[src/sv/matrix_matrix_multiply_assert.svh]
// ============================================================================
// Matrix multiply assertion macros
// Shared concurrent checks, written as one-line macro uses in the RTL.
// ============================================================================
`ifndef MATRIX_MATRIX_MULTIPLY_ASSERT_SVH
`define MATRIX_MATRIX_MULTIPLY_ASSERT_SVH

// Check that cons holds in the same cycle as ante.
`define MMM_ASSERT_SAME(label, clk, rst_n, ante, cons) \
    label: assert property (@(posedge clk) disable iff (!rst_n) (ante) |-> (cons)) \
        else $error("matrix multiply check failed");

// Check that cons holds in the cycle after ante.
`define MMM_ASSERT_NEXT(label, clk, rst_n, ante, cons) \
    label: assert property (@(posedge clk) disable iff (!rst_n) (ante) |=> (cons)) \
        else $error("matrix multiply check failed");

`endif

[src/sv/mmm_pkg.sv]
// ============================================================================
// Matrix multiply package
// Widths, codes and control structs shared by the matrix multiply modules.
// ============================================================================
package mmm_pkg;

    // Default sizes
    localparam int MAX_DIM_DEF    = 8;
    localparam int ELEM_WIDTH_DEF = 16;

    // Field widths of the channels
    localparam int CFG_W      = 4;
    localparam int CFG_ADDR_W = 2;
    localparam int CMD_W      = 2;
    localparam int ROW_W      = 3;
    localparam int IN_ELEM_W  = 16;
    localparam int PROD_W     = 35;

    // Packed channel widths
    localparam int S_TDATA_W  = 24;
    localparam int S_TUSER_W  = 2;
    localparam int M_TDATA_W  = 48;
    localparam int M_TUSER_W  = 1;
    localparam int M_PAD_W    = M_TDATA_W - PROD_W - 2 * ROW_W;

    typedef enum logic [CMD_W-1:0] {
        CMD_LOAD_A  = 2'd0,
        CMD_LOAD_B  = 2'd1,
        CMD_COMPUTE = 2'd2
    } cmd_t;

    typedef enum logic [CFG_ADDR_W-1:0] {
        REG_ROWS_A  = 2'd0,
        REG_INNER_A = 2'd1,
        REG_ROWS_B  = 2'd2,
        REG_COLS_B  = 2'd3
    } cfg_reg_t;

    typedef enum logic [2:0] {
        ST_IDLE,
        ST_FEED,
        ST_WAIT,
        ST_DRAIN,
        ST_ERR
    } state_t;

    // Matrix sizes as written by the configuration port
    typedef struct packed {
        logic [CFG_W-1:0] rows_a;
        logic [CFG_W-1:0] inner_a;
        logic [CFG_W-1:0] rows_b;
        logic [CFG_W-1:0] cols_b;
    } dims_t;

    // Tag that travels with an element of A along the cell chain
    typedef struct packed {
        logic             valid;
        logic             first;
        logic             last;
        logic [ROW_W-1:0] t;
    } chain_ctl_t;

    // Result chain control
    typedef struct packed {
        logic capture;
        logic shift;
    } drain_ctl_t;

    // Write of one element of B
    typedef struct packed {
        logic             en;
        logic [ROW_W-1:0] row;
        logic [ROW_W-1:0] col;
    } b_wr_t;

endpackage

[src/sv/mmm_cell.sv]
// ============================================================================
// Matrix multiply cell
// Holds one column of B, multiplies the passing elements of A against it,
// accumulates one element of C and takes part in the result shift chain.
// ============================================================================
module mmm_cell #(
    parameter int MAX_DIM    = mmm_pkg::MAX_DIM_DEF,
    parameter int ELEM_WIDTH = mmm_pkg::ELEM_WIDTH_DEF
) (
    input  logic                          aclk,
    input  logic                          aresetn,
    // column store write
    input  logic                          b_we,
    input  logic [mmm_pkg::ROW_W-1:0]     b_row,
    input  logic signed [ELEM_WIDTH-1:0]  b_data,
    // element stream from the left neighbor, passed on to the right
    input  mmm_pkg::chain_ctl_t           ctl_in,
    input  logic signed [ELEM_WIDTH-1:0]  a_in,
    output mmm_pkg::chain_ctl_t           ctl_out,
    output logic signed [ELEM_WIDTH-1:0]  a_out,
    // result chain, shifts toward the head cell
    input  mmm_pkg::drain_ctl_t           drain,
    input  logic [mmm_pkg::PROD_W-1:0]    res_in,
    output logic [mmm_pkg::PROD_W-1:0]    res_out,
    output logic                          done
);
    import mmm_pkg::*;

    localparam int IDX_W = (MAX_DIM > 1) ? $clog2(MAX_DIM) : 1;
    localparam int MUL_W = 2 * ELEM_WIDTH;

    logic signed [ELEM_WIDTH-1:0] b_col_reg [MAX_DIM];
    chain_ctl_t                   ctl_reg;
    logic signed [ELEM_WIDTH-1:0] a_reg;
    logic signed [MUL_W-1:0]      mul_reg;
    logic [PROD_W-1:0]            acc_reg;
    logic [PROD_W-1:0]            acc_next;
    logic [PROD_W-1:0]            mul_ext;
    logic                         done_reg;
    logic [PROD_W-1:0]            res_reg;

    // Column store
    always_ff @(posedge aclk) begin
        if (b_we) begin
            b_col_reg[b_row[IDX_W-1:0]] <= b_data;
        end
    end

    // Stage one: multiply and hold the tag for the neighbor
    always_ff @(posedge aclk) begin
        if (!aresetn) begin
            ctl_reg <= '0;
        end else begin
            ctl_reg <= ctl_in;
        end
    end

    always_ff @(posedge aclk) begin
        a_reg   <= a_in;
        mul_reg <= a_in * b_col_reg[ctl_in.t[IDX_W-1:0]];
    end

    // Stage two: accumulate, restart on the first term of a row
    assign mul_ext  = PROD_W'(mul_reg);
    assign acc_next = ctl_reg.first ? mul_ext : acc_reg + mul_ext;

    always_ff @(posedge aclk) begin
        if (ctl_reg.valid) begin
            acc_reg <= acc_next;
        end
    end

    always_ff @(posedge aclk) begin
        if (!aresetn) begin
            done_reg <= 1'b0;
        end else begin
            done_reg <= ctl_reg.valid && ctl_reg.last;
        end
    end

    // Result chain: capture the sum, then shift toward the head
    always_ff @(posedge aclk) begin
        if (drain.capture) begin
            res_reg <= acc_reg;
        end else if (drain.shift) begin
            res_reg <= res_in;
        end
    end

    assign ctl_out = ctl_reg;
    assign a_out   = a_reg;
    assign res_out = res_reg;
    assign done    = done_reg;

endmodule

[config.mk]
export PLATFORM = sky130hd
export DESIGN_NAME = mmm_cell
export DESIGN_NICKNAME = d
export VERILOG_FILES = /design/src/sv/matrix_matrix_multiply_assert.svh /design/src/sv/mmm_pkg.sv /design/src/sv/mmm_cell.sv
export SDC_FILE = /design/constraint.sdc
export NUM_CORES = 1
export LEC_CHECK = 0
export BUFFER_PORTS_ARGS = -buffer_cell sky130_fd_sc_hd__buf_2
export CAP_MARGIN = 20
export CORE_UTILIZATION = 35
export CTS_CLUSTER_SIZE = 30
export DETAILED_ROUTE_END_ITERATION = 16
export SLEW_MARGIN = 20
export SYNTH_ARGS = -nofsm -noshare
export SYNTH_HDL_FRONTEND = slang
export SYNTH_SLANG_ARGS = --single-unit
[constraint.sdc]
create_clock -name aclk -period 12.5 [get_ports aclk]
set_input_delay 3.75 -clock aclk [delete_from_list [all_inputs] [get_ports aclk]]
set_output_delay 3.75 -clock aclk [all_outputs]
set_load 0.05 [all_outputs]
==> results of run 1 <==
==> cell families (layout without fill, tap and decap cells) <==
group                    after synthesis  after routing  synth area share
other                                  0              2                 0
multiplexers                          88             88            0.0653
buffers and inverters                383            527            0.0703
adder cells (fa/ha/maj)              379            379             0.328
XOR/XNOR                              61             61            0.0261
flip-flops                           253            253             0.344
AND/OR/NAND/NOR                      410            410             0.102
AO/OA/AOI/OAI                        201            201            0.0646
==> layer usage <==
layer  GRT usage  vias up
met5           0        -
met4      0.0301       10
met3      0.0317       66
met2       0.252      288
met1       0.205     6334
li1            -     6022
==> worst max path at each step <==
stage	endpoint	slack, ns	cells past startpoint
2_1_floorplan	mul_reg[31]	1.81	28
3_3_place_gp	mul_reg[31]	1.28	25
3_5_place_dp	mul_reg[28]	1.20	27
4_1_cts	mul_reg[28]	1.80	27
5_1_grt	mul_reg[29]	1.43	25
6_report	mul_reg[28]	1.87	27
==> area by class of cell <==
| cell class | instances | area, µm² | share of cell area |
|---|---|---|---|
| Inverter | 326 | 1220 | 0.0531 |
| Tap cell | 765 | 957 | 0.0416 |
| Clock inverter | 15 | 159 | 0.00690 |
| Multi-Input combinational cell | 1139 | 12100 | 0.523 |
| Clock buffer | 37 | 807 | 0.0350 |
| Timing Repair Buffer | 149 | 777 | 0.0337 |
| Antenna cell | 2 | 5.00 | 0.000217 |
| Sequential cell | 253 | 7050 | 0.306 |
==> worst max-delay path, delay by kind of cell <==
family / cells / cell delay (ns)
buffers and inverters: 7 / 1.36
muxes: 2 / 0.69
and+or+nand+nor: 2 / 0.28
adders and majority gates: 7 / 3.32
xor gates and xnor gates: 1 / 0.13
AOI/OAI and AO/OA: 8 / 1.60
==> metrics by stage <==
stage	std cells	worst slack, ns	utilization	hold slack [ns]	instance area [µm²]
2_1_floorplan	1775	1.81	-	0.512	20500
3_3_place_gp	2631	1.28	0.381	0.458	22000
3_5_place_dp	2631	1.20	0.381	0.464	22000
4_1_cts	2683	1.80	0.398	0.477	23000
5_1_grt	2684	1.43	0.398	0.504	23000
6_report	2686	1.87	0.398	0.477	23000
==> synth_stat cells (3+ instances only) <==
| cell type | count |
|---|---|
| inv_1 | 326 |
| fa_1 | 263 |
| edfxtp_1 | 198 |
| nand2_1 | 149 |
| ha_1 | 116 |
| nor2b_1 | 78 |
| dfxtp_1 | 55 |
| and2_1 | 52 |
| a21oi_1 | 51 |
| clkbuf_1 | 51 |
| o21ai_0 | 49 |
| mux2_2 | 46 |
| xnor2_1 | 43 |
| nor2_1 | 41 |
| mux4_2 | 32 |
| nand2b_1 | 30 |
| a21o_1 | 22 |
| xor2_1 | 18 |
| nand3_1 | 16 |
| o21bai_1 | 13 |
| o21a_1 | 12 |
| mux2i_1 | 10 |
| nor3_1 | 10 |
| a211oi_1 | 8 |
| and3_1 | 7 |
| or2_2 | 7 |
| nor3b_1 | 6 |
| o31ai_1 | 6 |
| a31oi_1 | 5 |
| nor4b_1 | 5 |
| o211ai_1 | 4 |
| o21ai_1 | 4 |
| a211oi_2 | 3 |
| a21o_2 | 3 |
| a21oi_2 | 3 |
| buf_1 | 3 |
| buf_2 | 3 |
| nand4_1 | 3 |
==> impl_metrics.py, run 1 <==
metrics = {
    "setup_path": {
        "crit_start": "ctl_in[0]",
        "r2r_cells": 25,
        "crit_fanout": 22,
        "crit_arrival_ns": 11.12,
        "crit_type": "primary input to flip-flop",
        "ff2ff_setup_slack_ns": 5.46,
        "worstReg2RegEnd": "mul_reg[31]",
        "rr_startpoint": "b_col_reg[7][1]",
        "critPathLaunchType": "primary input",
        "crit_required_ns": 12.99,
        "critPathCaptureType": "flip-flop",
        "critPathSlowestCell": "buf_2",
        "cpPeakStageDelay_ns": 0.59,
        "critPathMostFrequentCell": "fa_1",
    },
    "clock_tree": {
        "ctsHoldBuffers": 0,
        "post-cts-setup-buffers": 0,
        "cts-root-buf": "clkbuf_16",
        "cts_max_level": 1,
        "clk_latency_ns": 0.58,
        "cts_buffer_depth": 3,
        "cts_tree": "yes",
        "cts.clk_slew.worst_paths_ns": 0.06,
        "clock_sinks": 253,
        "ctsResizeCount": 0,
        "numCtsBuffers": 29,
    },
    "timing": {
        "worst_pin_slew_ns": 1.08,
        "setup_violations": 0,
        "skew_ns": 0.0215,
        "drv_slew": 0,
        "fmax_mhz": 94.1,
        "fin_crit_ns": 10.63,
        "post-route-period-util": 0.850,
        "hold_viol_final": 0,
        "slew_headroom": 0.276,
        "rsz0062_at_grt": "false",
        "fin_setup_tns_ns": 0,
    },
    "route": {
        "dr_wl_met3_mm": 2.51,
        "drtIter0Drc": 612,
        "viasPerCell": 4.74,
        "wirelength_mm": 43.8,
        "vias": 12700,
        "met2_length_mm": 20.2,
        "drtAntennaViolNets": 0,
        "highest_layer": "met5",
        "wl_met1_mm": 20.2,
        "wire_per_inst_um": 16.3,
        "drt_first_pass_iters": 4,
        "drc_errors": 0,
    },
    "cells_and_area": {
        "largest_reg_flops": 128,
        "fillers": 5551,
        "nets": 2358,
        "drive_above_1_share": 0.162,
        "final_common_cell": "inv_1",
        "layout_common_cells": "326 x inv_1, 263 x fa_1, 198 x edfxtp_1",
        "synthToLayoutAreaGrowth_pct": 12.4,
    },
    "synth": {
        "mappedNetlistArea_um2": 20500,
        "synth.area.top_cells": "edfxtp_1 29%, fa_1 26%, ha_1 7.1%",
        "syn-instance-count": 1775,
        "ys_ff_latch": 253,
        "yosysUniqueCellTypes": 58,
        "synth-edff-count": 198,
        "avgSynthCellArea_um2": 11.5,
        "yosys.area.top_type": "edfxtp_1",
        "syn_nets": 2235,
        "synth_top_area_frac": 0.290,
        "ys_warn_count": 0,
        "synth_top_flop_cell": "edfxtp_1",
        "synth_async_sr_flop_share": 0,
        "ys_seq_area_frac": 0.344,
    },
    "die": {
        "ios": 139,
        "initial_utilization": 0.354,
        "rows": 88,
        "die_area_um2": 59500,
        "dieHeight_um": 244,
        "core_um2": 57800,
        "die_x_um": 244,
    },
    "global_route": {
        "grt_max_degree": 75,
        "first_global_vias": 13700,
        "grt.overflow.total": 0,
        "grt_pass1_wl_mm": 72.5,
        "track_usage": 0.152,
        "antenna_found_initial": 6,
    },
    "worst_hold_path": {
        "holdPathStages": 1,
        "hp-start": "ctl_out[3]",
        "hold_path.class": "flip-flop to flip-flop",
        "whs_endpoint": "done",
    },
    "place": {
        "io_buffers": 138,
        "routabilityCongestion": 0.838,
        "dp_hpwl_mm": 33.3,
    },
    "flow_run": {
        "maxCapViolations": 0,
    },
    "run_status": {
        "outcome": "finished clean",
    },
}
Power of run 1 is not shown: default switching activity piles up to over one toggle a cycle in this logic, so the estimate is an artifact.
==> inputs of run 2 (changes only) <==
CORE_UTILIZATION = 48   (was 35)
PLACE_DENSITY = 0.66   (was not set)
==> impl_metrics.py, run 2 (synthesized netlist as in run 1, its figures left out) <==
metrics = {
    "global_route": {
        "grt_pass1_wl_mm": 70.4,
        "grt_max_degree": 75,
        "antenna_found_initial": 3,
        "first_global_vias": 13900,
        "grt.overflow.total": 0,
        "track_usage": 0.202,
    },
    "cells_and_area": {
        "drive_above_1_share": 0.164,
        "layout_common_cells": "326 x inv_1, 263 x fa_1, 198 x edfxtp_1",
        "final_common_cell": "inv_1",
        "largest_reg_flops": 128,
        "fin_util": 0.543,
        "synthToLayoutAreaGrowth_pct": 11.4,
        "nets": 2358,
    },
    "route": {
        "wl_met1_mm": 18.7,
        "drc_errors": 0,
        "drtAntennaViolNets": 0,
        "wirelength_mm": 41.6,
        "met2_length_mm": 20.3,
        "wire_per_inst_um": 16.9,
        "vias": 12700,
        "drt_first_pass_iters": 4,
        "dr_wl_met3_mm": 1.90,
        "highest_layer": "met4",
        "viasPerCell": 5.18,
        "drtIter0Drc": 598,
    },
    "setup_path": {
        "crit_required_ns": 12.91,
        "critPathLaunchType": "primary input",
        "crit_type": "primary input to flip-flop",
        "crit_arrival_ns": 11.13,
        "critPathCaptureType": "flip-flop",
        "crit_fanout": 17,
    },
    "die": {
        "rows": 75,
        "initial_utilization": 0.487,
        "core_um2": 42000,
        "die_x_um": 209,
        "ios": 139,
        "dieHeight_um": 209,
        "die_area_um2": 43500,
    },
    "run_status": {
        "outcome": "finished clean",
    },
    "place": {
        "dp_hpwl_mm": 31.9,
        "io_buffers": 138,
        "routabilityCongestion": 0.863,
    },
    "timing": {
        "slew_headroom": 0.305,
        "fmax_mhz": 93.3,
        "worst_pin_slew_ns": 1.04,
        "rsz0062_at_grt": "false",
        "post-route-period-util": 0.857,
        "hold_viol_final": 0,
        "drv_slew": 0,
        "skew_ns": 0.0312,
        "fin_setup_tns_ns": 0,
        "fin_crit_ns": 10.72,
        "setup_violations": 0,
    },
    "clock_tree": {
        "ctsHoldBuffers": 0,
        "cts_max_level": 1,
        "clk_latency_ns": 0.56,
        "clock_sinks": 253,
        "numCtsBuffers": 28,
        "cts.clk_slew.worst_paths_ns": 0.06,
        "cts_buffer_depth": 3,
        "post-cts-setup-buffers": 0,
        "cts-root-buf": "clkbuf_16",
        "ctsResizeCount": 0,
        "cts_tree": "yes",
    },
    "flow_run": {
        "maxCapViolations": 0,
    },
    "worst_hold_path": {
        "hold_path.class": "flip-flop to flip-flop",
    },
}
run 2: worst max-delay path: stages:
cell and delay (ns):
buf_2 0.48, buf_4 0.32, mux4_2 0.50, mux2_2 0.43
and2_1 0.23, fa_1 0.50, inv_1 0.06, fa_1 0.53
inv_1 0.05, fa_1 0.50, fa_1 0.43, fa_1 0.49
inv_1 0.05, fa_1 0.47, inv_1 0.04, ha_1 0.32
o21ai_1 0.14, a21oi_1 0.09, o31a_1 0.27, a31o_2 0.24
a31oi_1 0.33, o211ai_1 0.21, a31oi_2 0.28, o21ai_1 0.11
a21oi_1 0.18, xnor2_1 0.10
run 2: path summary, 6_finish.rpt:
kind / from / to / slack (ns) / depth (start not counted)
max: ctl_in[0] / mul_reg[31] / 1.78 / 26
max reg2reg: b_col_reg[7][1] / mul_reg[31] / 5.32 / 25
min: ctl_out[3] / done / 0.47 / 1
min reg2reg: ctl_out[3] / done / 0.47 / 1
run 2: stage by stage:
step	cells	worst slack, ns	hold WS [ns]	cell area (µm²)
after global placement	2405	1.35	0.451	21800
after CTS	2457	1.77	0.478	22800
after detailed placement	2405	1.22	0.464	21800
after floorplan	1775	1.81	0.512	20500
after global routing	2460	1.39	0.493	22800
final	2462	1.78	0.472	22800
run 2: area by class of cell:
class / instances / area (µm²)
Antenna cell: 3 / 7.51
Clock buffer: 36 / 812
Clock inverter: 16 / 213
Fill cell: 3623 / 19200
Inverter: 326 / 1220
Multi-Input combinational cell: 1139 / 12100
Sequential cell: 253 / 7050
Tap cell: 539 / 674
Timing Repair Buffer: 150 / 788
run 2: routing by layer:
| metal | GRT usage | up-vias |
|---|---|---|
| met5 | 0 | - |
| met4 | 0.0436 | 0 |
| met3 | 0.0293 | 49 |
| met2 | 0.353 | 248 |
| met1 | 0.267 | 6422 |
| li1 | - | 6023 |
Power of run 2 is left out for the same reason.
