`src/sv/matrix_matrix_multiply_assert.svh`:
```
// ============================================================================
// Matrix multiply assertion macros
// Shared concurrent checks, written as one-line macro uses in the RTL.
// ============================================================================
`ifndef MATRIX_MATRIX_MULTIPLY_ASSERT_SVH
`define MATRIX_MATRIX_MULTIPLY_ASSERT_SVH

// Check that cons holds in the same cycle as ante.
`define MMM_ASSERT_SAME(label, clk, rst_n, ante, cons) \
    label: assert property (@(posedge clk) disable iff (!rst_n) (ante) |-> (cons)) \
        else $error("matrix multiply check failed");

// Check that cons holds in the cycle after ante.
`define MMM_ASSERT_NEXT(label, clk, rst_n, ante, cons) \
    label: assert property (@(posedge clk) disable iff (!rst_n) (ante) |=> (cons)) \
        else $error("matrix multiply check failed");

`endif

```
`src/sv/mmm_pkg.sv`:
```
// ============================================================================
// Matrix multiply package
// Widths, codes and control structs shared by the matrix multiply modules.
// ============================================================================
package mmm_pkg;

    // Default sizes
    localparam int MAX_DIM_DEF    = 8;
    localparam int ELEM_WIDTH_DEF = 16;

    // Field widths of the channels
    localparam int CFG_W      = 4;
    localparam int CFG_ADDR_W = 2;
    localparam int CMD_W      = 2;
    localparam int ROW_W      = 3;
    localparam int IN_ELEM_W  = 16;
    localparam int PROD_W     = 35;

    // Packed channel widths
    localparam int S_TDATA_W  = 24;
    localparam int S_TUSER_W  = 2;
    localparam int M_TDATA_W  = 48;
    localparam int M_TUSER_W  = 1;
    localparam int M_PAD_W    = M_TDATA_W - PROD_W - 2 * ROW_W;

    typedef enum logic [CMD_W-1:0] {
        CMD_LOAD_A  = 2'd0,
        CMD_LOAD_B  = 2'd1,
        CMD_COMPUTE = 2'd2
    } cmd_t;

    typedef enum logic [CFG_ADDR_W-1:0] {
        REG_ROWS_A  = 2'd0,
        REG_INNER_A = 2'd1,
        REG_ROWS_B  = 2'd2,
        REG_COLS_B  = 2'd3
    } cfg_reg_t;

    typedef enum logic [2:0] {
        ST_IDLE,
        ST_FEED,
        ST_WAIT,
        ST_DRAIN,
        ST_ERR
    } state_t;

    // Matrix sizes as written by the configuration port
    typedef struct packed {
        logic [CFG_W-1:0] rows_a;
        logic [CFG_W-1:0] inner_a;
        logic [CFG_W-1:0] rows_b;
        logic [CFG_W-1:0] cols_b;
    } dims_t;

    // Tag that travels with an element of A along the cell chain
    typedef struct packed {
        logic             valid;
        logic             first;
        logic             last;
        logic [ROW_W-1:0] t;
    } chain_ctl_t;

    // Result chain control
    typedef struct packed {
        logic capture;
        logic shift;
    } drain_ctl_t;

    // Write of one element of B
    typedef struct packed {
        logic             en;
        logic [ROW_W-1:0] row;
        logic [ROW_W-1:0] col;
    } b_wr_t;

endpackage

```
`src/sv/mmm_ctrl.sv`:
```
// ============================================================================
// Matrix multiply controller
// Decodes commands, holds matrix A, feeds its rows into the cell chain and
// drains finished rows of C into the output register.
// ============================================================================
`include "matrix_matrix_multiply_assert.svh"

module mmm_ctrl #(
    parameter int MAX_DIM    = mmm_pkg::MAX_DIM_DEF,
    parameter int ELEM_WIDTH = mmm_pkg::ELEM_WIDTH_DEF
) (
    input  logic                              aclk,
    input  logic                              aresetn,
    input  mmm_pkg::dims_t                    dims,
    // command side
    input  logic                              in_valid,
    output logic                              in_ready,
    input  logic [mmm_pkg::CMD_W-1:0]         in_cmd,
    input  logic [mmm_pkg::ROW_W-1:0]         in_row,
    input  logic [mmm_pkg::ROW_W-1:0]         in_col,
    input  logic signed [mmm_pkg::IN_ELEM_W-1:0] in_elem,
    // cell chain
    output mmm_pkg::b_wr_t                    b_wr,
    output logic signed [ELEM_WIDTH-1:0]      wr_elem,
    output mmm_pkg::chain_ctl_t               feed_ctl,
    output logic signed [ELEM_WIDTH-1:0]      feed_a,
    output mmm_pkg::drain_ctl_t               drain,
    input  logic [mmm_pkg::PROD_W-1:0]        res_head,
    input  logic                              tail_done,
    // result side
    output logic                              out_valid,
    input  logic                              out_ready,
    output logic [mmm_pkg::ROW_W-1:0]         out_row,
    output logic [mmm_pkg::ROW_W-1:0]         out_col,
    output logic [mmm_pkg::PROD_W-1:0]        out_product,
    output logic                              out_error,
    output logic                              out_last
);
    import mmm_pkg::*;

    localparam int ADDR_W = (MAX_DIM > 1) ? $clog2(MAX_DIM * MAX_DIM) : 1;
    localparam logic [CFG_W-1:0] DIM_MAX = CFG_W'(MAX_DIM);

    state_t                       state_reg, state_next;
    logic [ROW_W-1:0]             row_reg, row_next;
    logic [ROW_W-1:0]             col_reg, col_next;
    logic [ROW_W-1:0]             t_reg, t_next;

    logic [CFG_W-1:0]             ra, ia, rb, cb;
    logic                         size_bad;
    logic                         accept;
    logic                         ld_a;
    logic                         t_last, row_last, col_last;
    logic                         rd_en;
    logic                         out_free;
    logic                         out_load;
    logic                         out_err_next;
    logic                         out_last_next;

    logic signed [ELEM_WIDTH-1:0] a_mem [MAX_DIM * MAX_DIM];
    logic [ADDR_W-1:0]            wr_addr, rd_addr;
    logic signed [ELEM_WIDTH-1:0] a_rd_reg;
    chain_ctl_t                   feed_ctl_reg;

    logic                         out_valid_reg;
    logic [ROW_W-1:0]             out_row_reg, out_col_reg;
    logic [PROD_W-1:0]            out_prod_reg;
    logic                         out_err_reg, out_last_reg;

    // Clamp sizes to the array dimension
    assign ra = (dims.rows_a  > DIM_MAX) ? DIM_MAX : dims.rows_a;
    assign ia = (dims.inner_a > DIM_MAX) ? DIM_MAX : dims.inner_a;
    assign rb = (dims.rows_b  > DIM_MAX) ? DIM_MAX : dims.rows_b;
    assign cb = (dims.cols_b  > DIM_MAX) ? DIM_MAX : dims.cols_b;

    assign size_bad = (ia != rb) || (ra == '0) || (ia == '0) || (cb == '0);

    // Load decode; writes outside the sizes drop
    assign accept  = in_valid && in_ready;
    assign ld_a    = accept && (in_cmd == CMD_LOAD_A)
                     && (CFG_W'(in_row) < ra) && (CFG_W'(in_col) < ia);
    assign b_wr.en  = accept && (in_cmd == CMD_LOAD_B)
                     && (CFG_W'(in_row) < rb) && (CFG_W'(in_col) < cb);
    assign b_wr.row = in_row;
    assign b_wr.col = in_col;
    assign wr_elem  = ELEM_WIDTH'(in_elem);

    // Loop ends
    assign t_last   = (CFG_W'(t_reg)   == ia - CFG_W'(1));
    assign row_last = (CFG_W'(row_reg) == ra - CFG_W'(1));
    assign col_last = (CFG_W'(col_reg) == cb - CFG_W'(1));

    assign out_free = !out_valid_reg || out_ready;

    // Store of A: one write port, one registered read port
    assign wr_addr = ADDR_W'(in_row) * ADDR_W'(MAX_DIM) + ADDR_W'(in_col);
    assign rd_addr = ADDR_W'(row_reg) * ADDR_W'(MAX_DIM) + ADDR_W'(t_reg);

    always_ff @(posedge aclk) begin
        if (ld_a) begin
            a_mem[wr_addr] <= wr_elem;
        end
        a_rd_reg <= a_mem[rd_addr];
    end

    // Tag aligned with the read data
    always_ff @(posedge aclk) begin
        if (!aresetn) begin
            feed_ctl_reg <= '0;
        end else begin
            feed_ctl_reg.valid <= rd_en;
            feed_ctl_reg.first <= (t_reg == '0);
            feed_ctl_reg.last  <= t_last;
            feed_ctl_reg.t     <= t_reg;
        end
    end

    assign feed_ctl = feed_ctl_reg;
    assign feed_a   = a_rd_reg;

    // State and loop counters
    always_ff @(posedge aclk) begin
        if (!aresetn) begin
            state_reg <= ST_IDLE;
            row_reg   <= '0;
            col_reg   <= '0;
            t_reg     <= '0;
        end else begin
            state_reg <= state_next;
            row_reg   <= row_next;
            col_reg   <= col_next;
            t_reg     <= t_next;
        end
    end

    // Next state: feed a row, wait for the chain, drain the row; a size error gives one error item
    always_comb begin
        state_next    = state_reg;
        row_next      = row_reg;
        col_next      = col_reg;
        t_next        = t_reg;
        in_ready      = 1'b0;
        rd_en         = 1'b0;
        drain         = '0;
        out_load      = 1'b0;
        out_err_next  = 1'b0;
        out_last_next = 1'b0;
        case (state_reg)
            ST_IDLE: begin
                in_ready = 1'b1;
                if (in_valid && (in_cmd == CMD_COMPUTE)) begin
                    if (size_bad) begin
                        state_next = ST_ERR;
                    end else begin
                        row_next   = '0;
                        col_next   = '0;
                        t_next     = '0;
                        state_next = ST_FEED;
                    end
                end
            end
            ST_FEED: begin
                rd_en = 1'b1;
                if (t_last) begin
                    t_next     = '0;
                    state_next = ST_WAIT;
                end else begin
                    t_next = t_reg + ROW_W'(1);
                end
            end
            ST_WAIT: begin
                if (tail_done) begin
                    drain.capture = 1'b1;
                    col_next      = '0;
                    state_next    = ST_DRAIN;
                end
            end
            ST_DRAIN: begin
                if (out_free) begin
                    out_load      = 1'b1;
                    drain.shift   = 1'b1;
                    out_last_next = row_last && col_last;
                    if (col_last) begin
                        col_next = '0;
                        if (row_last) begin
                            state_next = ST_IDLE;
                        end else begin
                            row_next   = row_reg + ROW_W'(1);
                            state_next = ST_FEED;
                        end
                    end else begin
                        col_next = col_reg + ROW_W'(1);
                    end
                end
            end
            ST_ERR: begin
                if (out_free) begin
                    out_load      = 1'b1;
                    out_err_next  = 1'b1;
                    out_last_next = 1'b1;
                    state_next    = ST_IDLE;
                end
            end
            default: begin
                state_next = ST_IDLE;
            end
        endcase
    end

    // Output register
    always_ff @(posedge aclk) begin
        if (!aresetn) begin
            out_valid_reg <= 1'b0;
        end else if (out_load) begin
            out_valid_reg <= 1'b1;
        end else if (out_ready) begin
            out_valid_reg <= 1'b0;
        end
    end

    always_ff @(posedge aclk) begin
        if (out_load) begin
            out_row_reg  <= out_err_next ? '0 : row_reg;
            out_col_reg  <= out_err_next ? '0 : col_reg;
            out_prod_reg <= out_err_next ? '0 : res_head;
            out_err_reg  <= out_err_next;
            out_last_reg <= out_last_next;
        end
    end

    assign out_valid   = out_valid_reg;
    assign out_row     = out_row_reg;
    assign out_col     = out_col_reg;
    assign out_product = out_prod_reg;
    assign out_error   = out_err_reg;
    assign out_last    = out_last_reg;

    // Checks
    `MMM_ASSERT_SAME(a_done_only_waiting, aclk, aresetn, tail_done, state_reg == ST_WAIT)
    `MMM_ASSERT_NEXT(a_feed_tag_follows, aclk, aresetn, state_reg == ST_FEED, feed_ctl_reg.valid)
    `MMM_ASSERT_NEXT(a_run_ends_idle, aclk, aresetn, out_load && out_last_next, state_reg == ST_IDLE)

endmodule

```
`config.mk`:
```
export PLATFORM = sky130hd
export DESIGN_NAME = mmm_ctrl
export DESIGN_NICKNAME = d
export VERILOG_FILES = /design/src/sv/mmm_pkg.sv /design/src/sv/mmm_ctrl.sv
export VERILOG_INCLUDE_DIRS = /design/src /design/src/sv
export SDC_FILE = /design/constraint.sdc
export NUM_CORES = 1
export LEC_CHECK = 0
export BUFFER_PORTS_ARGS = -buffer_cell sky130_fd_sc_hd__buf_4
export CORE_AREA = 2 2 226 394
export DETAILED_ROUTE_END_ITERATION = 8
export DIE_AREA = 0 0 228 396
export PLACE_DENSITY = 0.66
export SYNTH_ARGS = -nofsm -noshare
export SYNTH_HDL_FRONTEND = slang
export SYNTH_SLANG_ARGS = --single-unit
```
`constraint.sdc`:
```
create_clock -name aclk -period 8.7 [get_ports aclk]
set_input_delay 0.435 -clock aclk [delete_from_list [all_inputs] [get_ports aclk]]
set_output_delay 0.435 -clock aclk [all_outputs]
set_load 0.005 [all_outputs]
```
==> impl_metrics.tcl <==
set metrics [dict create \
    result_of_the_run "completed" \
    fillerInstances 6394 \
    die_height_um 396 \
    instances_no_fill 3445 \
    comb_power_share 0.033 \
    drive_gt1_frac 0.344 \
    synthArstFlopShare 0 \
    regMostFlops "a_mem" \
    timing.fmax_mhz 243 \
    worstSetupStartpointType "flop" \
    layout_setup_ws_ns 4.58 \
    synthTopCellsByArea "edfxtp_1, mux4_2, dfxtp_1" \
    pwr_density_cell_nw_per_um2 212 \
    wire_per_inst_um 30.8 \
    hold_viol_final 0 \
    wire_length_of_the_first_global_routing_pass_um 153000 \
    clock_power_frac 0.412 \
    crit_path_start "t_reg[0]$_SDFFE_PN0P_" \
    place_congestion 0.831 \
    route.met3.wl_um 6380 \
    preCtsSetupSlack_ns 4.47 \
    num_vias 21179 \
    static-leakage-power_nw 15.1 \
    die-width_um 228 \
    rr_worst_depth 6 \
    clock_sinks 1102 \
    synth_seq_area_share 0.757 \
    p_r_area_growth_vs_syn_pct 14.7 \
    met2RoutedLength_um 57700 \
    cts_made_buffers 94 \
    worst_clock_skew_ns 0.0318 \
    floorplan.rows 143 \
    groute.usage.overall 0.238 \
    nNetsFinal 2306 \
    worst_hold_path_type "input pin to flop" \
    detail_route.drc_violations 0 \
    cp-end-kind "flop" \
    pin_count 172 \
    synth-edff-count 1067 \
    total_switching_power_mw 2.12 \
    timing.max_slew.rel_slack 0.216 \
    synthesis.nets 2088 \
    clock_latency_at_the_later_pin_of_the_worst_skew_pair_ns 0.70 \
    numPlacedInstances 3260 \
    grt_antenna_before_repair 1 \
    dp.final_hpwl_um 61700 \
    synth_top_flop_cell "edfxtp_1" \
    grt_remaining_overflow 0 \
    cts_max_level 3 \
    routed.top_layer "met5" \
    switching_power_as_a_share_of_total_power 0.202 \
    setup_total_negative_slack_ns 0 \
    power.sequential.fraction 0.556 \
    worst_r2r_startpoint "t_reg[0]$_SDFFE_PN0P_" \
    synth_top_cell_by_area "edfxtp_1" \
    worstPathRequired_ns 9.25 \
    number_of_global_route_vias_before_repair 21840 \
    initial_core_util 0.497 \
    detailed_routing_iteration_count_for_the_pre_antenna_repair_pass 6 \
    mappedNetlistArea_um2 43200 \
    power_report.internal_total_mw 8.40 \
    count_of_input_and_output_buffers 171 \
    finalWirelength_um 106000 \
    rsz0062_at_grt "no" \
    ctsLongestPathBuffers 3 \
    synth_top_cell_area_share 0.741 \
    setup.reg_to_reg.worst_slack_ns 4.58 \
    die_area_um2 90300 \
    timing.hold.worst_path_depth 2 \
    min-delay-start "res_head[1]" \
    crit_arrival_ns 4.67 \
    largest_net_degree_at_the_start_of_global_routing 122 \
    timing.final.crit_share 0.474 \
    finalPower_mw 10.5 \
    postRouteAntennaNets 0 \
    vdd_drop_max_uv 171 \
    setup-violations-final 0 \
    detailedRoute.firstIterationViolations 2112 \
    yosys_warnings 0 \
    period_needed_ns 4.12 \
    max_slew.worst_pin.slew_ns 1.18 \
    post_cts.resized_instances 0 \
    layout_commonest_cell "edfxtp_1" \
    reg2reg_end "feed_a[3]$_DFF_P_" \
    slew_viol_final 0 \
    syn_area_per_cell_um2 21.7 \
    syn_inst 1990 \
    cap_viol_max_count 0 \
    m1WireLength_um 38300 \
    worstHoldEndpoint "out_product[1]$_SDFFCE_PP0P_" \
    unique_masters_post_synth 58 \
    via_per_inst 6.15 \
    largest_register_ffs 1024 \
    clockRootBuffer "clkbuf_16" \
    crit_type "flop to flop" \
    floorplan.core_area_um2 87000 \
    n_antenna_cell 0 \
    final_cell_mix "edfxtp_1, mux4_2, buf_4" \
    yosys_register_bits 1102 \
    cts_tree "done" \
    worst_setup_hold_path_clk_slew_ns 0.07 \
    worstPathMaxFanout 42 \
]
-- cell usage after synthesis, drive strengths merged (8+ instances only) --
cell type and instances:
mux4 292, nor4 65, a21oi 15, a22oi 15, o21ai 9, mux2 14
nand2 33, edfxtp 1067, nand3 21, and2 44, nand3b 8, o221ai 13
dfxtp 35, mux2i 46, nand2b 32, ha 18, nor2 26, buf 90
a31oi 16, clkbuf 55
-- through the flow --
step / hold slack [ns] / util / area (um^2)
floorplan: 0.483 / - / 43200
global placement: 0.556 / 0.532 / 46300
detailed placement: 0.571 / 0.532 / 46300
CTS: 0.00243 / 0.570 / 49600
global route: 0.0243 / 0.570 / 49600
finish: 0.0392 / 0.570 / 49600
-- power groups by stage --
stage	Sequential [mW]	Clock, mW	Combinational (mW)
floorplan	5.96	0	0.156
global placement	5.96	0	0.332
detailed placement	5.96	0	0.343
CTS	5.84	4.39	0.348
global route	5.84	4.58	0.369
finish	5.84	4.33	0.342
-- worst max-delay path: stages (launching register included) --
cell,delay [ns]
dfxtp_4,0.84
buf_4,0.81
buf_4,0.74
mux4_2,0.60
mux4_2,0.49
o221ai_1,0.32
nand2_1,0.10
-- how the worst max path moves through the flow --
stage	to	slack, ns	cells after the start
after floorplan	out_col[0]$_SDFFCE_PP0P_	4.05	5
after global placement	feed_a[3]$_DFF_P_	4.51	6
after detailed placement	feed_a[3]$_DFF_P_	4.47	6
after CTS	feed_a[3]$_DFF_P_	4.46	6
after global routing	feed_a[3]$_DFF_P_	4.23	6
final	feed_a[3]$_DFF_P_	4.58	6
-- cells by family (layout without fill, tap and decap cells) --
family / after synthesis / after routing / synth area share
adders and majority gates: 18 / 18 / 0.00521
and+or+nand+nor: 263 / 263 / 0.0350
muxes: 352 / 352 / 0.166
DFF: 1102 / 1102 / 0.757
AOI/OAI and AO/OA: 91 / 91 / 0.0152
xor gates and xnor gates: 12 / 12 / 0.00243
buffers and inverters: 152 / 447 / 0.0184
-- final cells by class --
class / count / area (um^2) / area share
flip-flops and latches: 1102 / 32800 / 0.661
multi-input cells: 736 / 10100 / 0.204
clock buffers: 117 / 2530 / 0.0510
repair buffers: 267 / 2060 / 0.0415
well taps: 1160 / 1450 / 0.0293
clock inverters: 56 / 647 / 0.0130
inverters: 7 / 26.3 / 0.000530
-- routing by layer --
layer / global-route usage / up-vias
met1: 0.285 / 11361
met4: 0.0922 / 2
li1: - / 8759
met2: 0.433 / 887
met3: 0.0349 / 170
met5: 0 / -
-- repair_timing --
item / 4_1_cts / 5_1_grt
hold buffers: 12 / 0
hold endpoints to repair: 12 / 0
setup buffers: 0 / 0
Note: power is estimated with default switching activity, not from simulation.
